## config.mk

```make
export PLATFORM = sky130hd
export DESIGN_NAME = pbc_lane
export DESIGN_NICKNAME = d
export VERILOG_FILES = /design/src/rtl/pbc_pkg.sv /design/src/rtl/pbc_div.sv /design/src/rtl/pbc_lane.sv
export SDC_FILE = /design/constraint.sdc
export NUM_CORES = 2
export LEC_CHECK = 0
export CAP_MARGIN = 10
export CORE_MARGIN = 10
export CORE_UTILIZATION = 25
export DETAILED_ROUTE_END_ITERATION = 10
export DONT_BUFFER_PORTS = 1
export HOLD_SLACK_MARGIN = 0.15
export SLEW_MARGIN = 5
export SYNTH_ARGS = -nofsm -noshare
export SYNTH_HDL_FRONTEND = slang
export SYNTH_SLANG_ARGS = --single-unit
```

## constraint.sdc

```tcl
create_clock -name clk -period 8.04 [get_ports clk]
set_clock_uncertainty 0.05 [all_clocks]
set_input_delay 0.402 -clock clk [delete_from_list [all_inputs] [get_ports clk]]
set_output_delay 0.402 -clock clk [all_outputs]
set_load 0.005 [all_outputs]
```

## src/rtl/pbc_pkg.sv

```systemverilog
// Shared constants and types for the pixel background compositor.
`timescale 1ns / 1ps

package pbc_pkg;

  localparam int FIELD_W            = 16;
  localparam int QUOT_W             = 16;
  localparam int TRANS_W            = 17;
  localparam int CFG_IDX_W          = 2;
  localparam int CFG_DATA_W         = 16;
  localparam int DEF_FRACTION_BITS  = 15;

  localparam logic [CFG_IDX_W-1:0] REG_TRANSPARENT_MODE = 2'd0;
  localparam logic [CFG_IDX_W-1:0] REG_BACKGROUND_RED   = 2'd1;
  localparam logic [CFG_IDX_W-1:0] REG_BACKGROUND_GREEN = 2'd2;
  localparam logic [CFG_IDX_W-1:0] REG_BACKGROUND_BLUE  = 2'd3;

  // Per-lane decisions that travel alongside the divider stages.
  typedef struct packed {
    logic                transparent;
    logic                alpha_zero;
    logic                overflow;
    logic [FIELD_W-1:0]  blend;
  } pbc_side_t;

endpackage

```

## src/rtl/pbc_div.sv

```systemverilog
// Pipelined restoring divider that yields one quotient bit per stage.
`timescale 1ns / 1ps

module pbc_div
  import pbc_pkg::*;
#(
  parameter int FRACTION_BITS = DEF_FRACTION_BITS
) (
  input  logic                               clk,
  input  logic [FIELD_W+FRACTION_BITS:0]     num,
  input  logic [FRACTION_BITS:0]             den,
  output logic [QUOT_W-1:0]                  quo
);

  localparam int NW = FIELD_W + FRACTION_BITS + 1;
  localparam int DW = FRACTION_BITS + 1;

  logic [NW-1:0]     rem_s [QUOT_W-1];
  logic [DW-1:0]     den_s [QUOT_W-1];
  logic [QUOT_W-1:0] quo_s [QUOT_W];

  genvar k;
  generate
    for (k = 0; k < QUOT_W; k++) begin : g_stage
      localparam int SH = QUOT_W - 1 - k;
      logic [NW-1:0]     rem_in;
      logic [DW-1:0]     den_in;
      logic [QUOT_W-1:0] quo_in;
      logic [NW-1:0]     dsh;
      logic              take;

      if (k == 0) begin : g_first
        assign rem_in = num;
        assign den_in = den;
        assign quo_in = '0;
      end else begin : g_next
        assign rem_in = rem_s[k-1];
        assign den_in = den_s[k-1];
        assign quo_in = quo_s[k-1];
      end

      assign dsh  = NW'(den_in) << SH;
      assign take = (rem_in >= dsh);

      always_ff @(posedge clk) begin
        quo_s[k] <= take ? (quo_in | (QUOT_W'(1) << SH)) : quo_in;
      end

      if (k < QUOT_W - 1) begin : g_rem
        always_ff @(posedge clk) begin
          rem_s[k] <= take ? (rem_in - dsh) : rem_in;
          den_s[k] <= den_in;
        end
      end
    end
  endgenerate

  assign quo = quo_s[QUOT_W-1];

endmodule

```

## src/rtl/pbc_lane.sv

```systemverilog
// One color lane: background blend and unpremultiply, with result select.
`timescale 1ns / 1ps

module pbc_lane
  import pbc_pkg::*;
#(
  parameter int FRACTION_BITS = DEF_FRACTION_BITS
) (
  input  logic                       clk,
  input  logic                       transparent,
  input  logic [FIELD_W-1:0]         color,
  input  logic [FRACTION_BITS:0]     trans,
  input  logic [FRACTION_BITS:0]     alpha,
  input  logic [FIELD_W-1:0]         background,
  output logic [FIELD_W-1:0]         result
);

  localparam int NW = FIELD_W + FRACTION_BITS + 1;
  localparam int DW = FRACTION_BITS + 1;
  localparam int PW = DW + FIELD_W + 1;
  localparam logic [PW-1:0] HALF = PW'(1) << (FRACTION_BITS - 1);
  localparam int SIDE_D = QUOT_W;

  logic [NW-1:0]      num1;
  logic [PW-1:0]      prod1;
  logic [FIELD_W-1:0] color1;
  logic [DW-1:0]      alpha1;
  logic               transparent1;

  logic [PW-1:0]      blend_sum;
  pbc_side_t          side_next;
  pbc_side_t          side_d [SIDE_D];
  logic [QUOT_W-1:0]  quo;

  // First stage: the dividend with its rounding term, and the blend product.
  always_ff @(posedge clk) begin
    num1         <= (NW'(color) << FRACTION_BITS) + NW'(alpha >> 1);
    prod1        <= PW'(trans) * PW'(background);
    color1       <= color;
    alpha1       <= alpha;
    transparent1 <= transparent;
  end

  assign blend_sum = PW'(color1) + ((prod1 + HALF) >> FRACTION_BITS);

  always_comb begin
    side_next.transparent = transparent1;
    side_next.alpha_zero  = (alpha1 == '0);
    // A quotient at or above 2^16 saturates; the divider bits are then ignored.
    side_next.overflow    = (num1 >= (NW'(alpha1) << QUOT_W));
    side_next.blend       = (blend_sum > PW'({FIELD_W{1'b1}})) ? '1 : blend_sum[FIELD_W-1:0];
  end

  pbc_div #(
    .FRACTION_BITS(FRACTION_BITS)
  ) u_div (
    .clk(clk),
    .num(num1),
    .den(alpha1),
    .quo(quo)
  );

  genvar k;
  generate
    for (k = 0; k < SIDE_D; k++) begin : g_side
      if (k == 0) begin : g_first
        always_ff @(posedge clk) begin
          side_d[k] <= side_next;
        end
      end else begin : g_next
        always_ff @(posedge clk) begin
          side_d[k] <= side_d[k-1];
        end
      end
    end
  endgenerate

  always_ff @(posedge clk) begin
    if (!side_d[SIDE_D-1].transparent) begin
      result <= side_d[SIDE_D-1].blend;
    end else if (side_d[SIDE_D-1].alpha_zero) begin
      result <= '0;
    end else if (side_d[SIDE_D-1].overflow) begin
      result <= '1;
    end else begin
      result <= quo;
    end
  end

endmodule

```

==> results.md <==
* Post-synth EDFFs at 0
* CTS tree: done
* Design area at 56170 um2
* Fraction of the mapped netlist area in simple logic gates at 0.1331
* Status: completed
* GR Overflow Total at 0
* Final WS setup at 2.267 ns
* CP max stage cell: a41oi_1
* Pins Over Slew Limit at 0
* Area leader, netlist: dfxtp_1
* Syn nets at 5555
* Worst setup SP type: primary input
* Setup WS pre-CTS at 1.589 ns
* Share of layout cells above drive strength 1 at 0.05186
* Yosys warns at 0
* Achievable Freq at 173.2 MHz
* Final Hold Viols at 0
* Compound-Gate Fraction of Synth Area at 0.1073
* Total routed wirelength at 100.5 mm
* Area grow syn2layout at 14.47%
* Vias at 32.96k
* Largest net degree at the start of global routing at 38
* Max cap viols at 0
* Global Route Usage Sum at 0.09265
* CP cell instances: and2_1, fa_1, inv_1, fa_1, inv_1, fa_1, fa_1, fa_1, inv_1, fa_1, inv_1, ha_1, nand3_1, nor3_1, nand3_1, a41oi_1, nand3_1, a31oi_1, o21a_1, nor2_1, xnor2_1
* Synth top cells by count: dfxtp_1 (1107), inv_1 (556), nand2_1 (405), ha_1 (389), nor2_1 (253)
* Final core utilization at 0.2881
* Syn Std Cell Area at 49070 um2
* Mapped Cells at 4891
* Initial core utilization at 0.2516
* Num ports at 82
* Post-synth ARST share at 0
* Root buf cell: clkbuf_16
* Top_reg_cell synth: dfxtp_1
* Worst Max-Slew Pin Slew at 1.029 ns
* CP max FO at 16
* Synth Area in XOR/XNOR at 0.05587
* Worst setup path class: primary input to flop
* Flops & latches, synth at 1107
* Sequential-to-total area share from yosys stat at 0.4516
* Number of global-route vias before repair at 33.72k
* Required @ worst endpoint at 8.59 ns
* Worst path max stage delay at 0.65 ns
* Final setup fails at 0
* Worst-skew pair later-pin latency at 0.71 ns
* Core box area at 195000 um2
* Post-synthesis mux area share at 0.01759
* First drt pass iteration count at 5
* First-pass GRT wire length at 169.7 mm
* Critical Path Most Common Cell: fa_1
* GP Congestion at 0.8574
* Leakage power at 24.49 nW
* Fillers at 20.32k
* Overall power consumption at 22.52 mW
* Unrepaired setup endpoints after global routing: false
* Rows at 162
* Post-placement cell area at 52120 um2
* CTS sink cnt at 1107
* Worst VDD drop at 0.4976 mV
* CP Buf/Inv Count at 4
* Tcrit/Tclk final at 0.7180
* Detailed-placement wirelength estimate at 77.26 mm
* Worst EP arrival at 6.32 ns
* Slew HR at 0.3138
* Netlist cell types at 81
* Yosys top cell area share at 0.4516
* CTS clk-pin slew, worst paths at 0.07 ns
* Post-route setup TNS at 0 ns
* Avg Inst Size Synth at 10.03 um2
* Synth area leaders: dfxtp_1 (45%), ha_1 (9.9%), fa_1 (8.5%)
* Setup bufs post-CTS at 0
* Die footprint at 214400 um2
* Hold Path Class: flop to flop
* Port buffer count at 0
* Final critical-path required period at 5.773 ns
* Most frequent cell after synthesis: dfxtp_1
* Pwr per Cell Area at 400.8 nW/um2
* H-tree lvl count at 3
* First-iteration detailed-routing DRC count at 1831
* Via density at 4.294
* Die Y-Extent at 463.0 um
* Worst setup EP type: flop
* Residual DRC count at 0
* Initial antenna violation count at 1
* Antenna-violating nets left at 0
* Drt wl/cell at 13.10 um
* Adder-cell share of the synthesized area at 0.1845
* CTS max path bufs at 3
* CP delay by family, top: adder cells
* Num CTS Buffers at 97
* Largest family of logic cells by synthesized area: adder cells
* Layout Nets at 5637
* Die W at 463.0 um
kinds of logic (layout without fill, tap and decap cells):
| logic type | count (synthesis) | after routing |
|---|---|---|
| AOI/OAI and AO/OA | 831 | 831 |
| xor gates and xnor gates | 313 | 313 |
| adders and majority gates | 598 | 598 |
| buffers and inverters | 651 | 812 |
| DFF | 1107 | 1107 |
| muxes | 79 | 79 |
| other | 0 | 1 |
| and+or+nand+nor | 1312 | 1312 |
power breakdown:
part	internal [mW]	switching, mW	leakage (nW)
sequential	7.35	0.939	9.28
clock	2.66	2.12	1.63
combinational	4.29	5.17	13.6
total	14.3	8.22	24.5
cell type report:
| type | instances | area (um2) | area share |
|---|---|---|---|
| multi-input combinational | 3133 | 24510 | 0.4363 |
| sequential | 1107 | 22160 | 0.3945 |
| tap | 2624 | 3283 | 0.05845 |
| clock buffer | 133 | 2783 | 0.04954 |
| inverter | 556 | 2087 | 0.03715 |
| timing repair buffer | 78 | 770.7 | 0.01372 |
| clock inverter | 45 | 576.8 | 0.01027 |
| antenna | 1 | 2.502 | 0.00004455 |
through the flow:
step,instances,hold slack [ns]
floorplan,4891,0.2596
global route,7676,0.2367
detailed placement,7431,0.2621
global placement,7431,0.2602
CTS,7675,0.2313
finish,7677,0.2375
sequential cells by signal (all words and copies together), names as in the netlist:
register,count
transparent1,1
alpha1,15
side_d,304
u_div.den_s,238
u_div.quo_s,136
result,16
color1,15
u_div.rem_s,362
prod1,18
num1,2
worst register-to-register path, cell delays in order, from the launching register on:
cell and delay, ns:
dfxtp_1 0.46, nand4_1 0.25, nor3_1 0.36, nand3_1 0.14
xnor2_1 0.25, ha_1 0.34, and3_1 0.21, a221o_1 0.36
a21oi_1 0.36, nand4b_1 0.20, a2111oi_0 0.50, a41oi_1 0.10
o22ai_1 0.19, a31o_2 0.33, o21ai_0 0.15
routing by layer:
layer / vias to the layer above / global-route usage / routed length (um)
li1: 16570 / - / -
met1: 15590 / 0.1139 / 45650
met2: 620 / 0.1651 / 48710
met3: 178 / 0.01666 / 3707
met4: 0 / 0.02517 / 2476
met5: - / 0 / 0
what timing repair did:
item,in CTS,in global routing
resized for setup,0,0
hold buffers,66,0
endpoints found under the hold margin,33,0
placed cells by master, fill, tap and decap left out, types with 22 or more instances in the layout:
| cell type | netlist | layout |
|---|---|---|
| clkbuf_16 | 0 | 97 |
| nand2b_1 | 52 | 52 |
| xnor2_1 | 152 | 152 |
| a21o_1 | 99 | 99 |
| dlygate4sd3_1 | 0 | 66 |
| nand2_1 | 405 | 405 |
| o31ai_1 | 36 | 36 |
| a31oi_1 | 23 | 23 |
| inv_1 | 556 | 556 |
| nor3_1 | 100 | 99 |
| nor2b_1 | 53 | 52 |
| clkbuf_8 | 0 | 22 |
| dfxtp_1 | 1107 | 1107 |
| nor4_1 | 56 | 56 |
| o21a_1 | 50 | 50 |
| a21oi_1 | 202 | 202 |
| o21bai_1 | 28 | 28 |
| and2_1 | 122 | 122 |
| nand4_1 | 54 | 54 |
| nor2_1 | 253 | 253 |
| nand3_1 | 64 | 64 |
| fa_1 | 209 | 209 |
| xor2_1 | 161 | 161 |
| mux2_2 | 53 | 53 |
| or3_1 | 43 | 43 |
| ha_1 | 389 | 389 |
| o21ai_0 | 244 | 243 |
path summary, 6_finish.rpt:
path,cells after the start,from,end,slack (ns)
hold / removal,0,side_d[3][42],side_d[3][61],0.24
hold reg to reg,0,side_d[3][42],side_d[3][61],0.24
setup reg to reg,14,prod1[16],side_d[0][2],3.66
setup / recovery,21,trans[3],prod1[27],2.27
(Power assumes the default switching activity.)
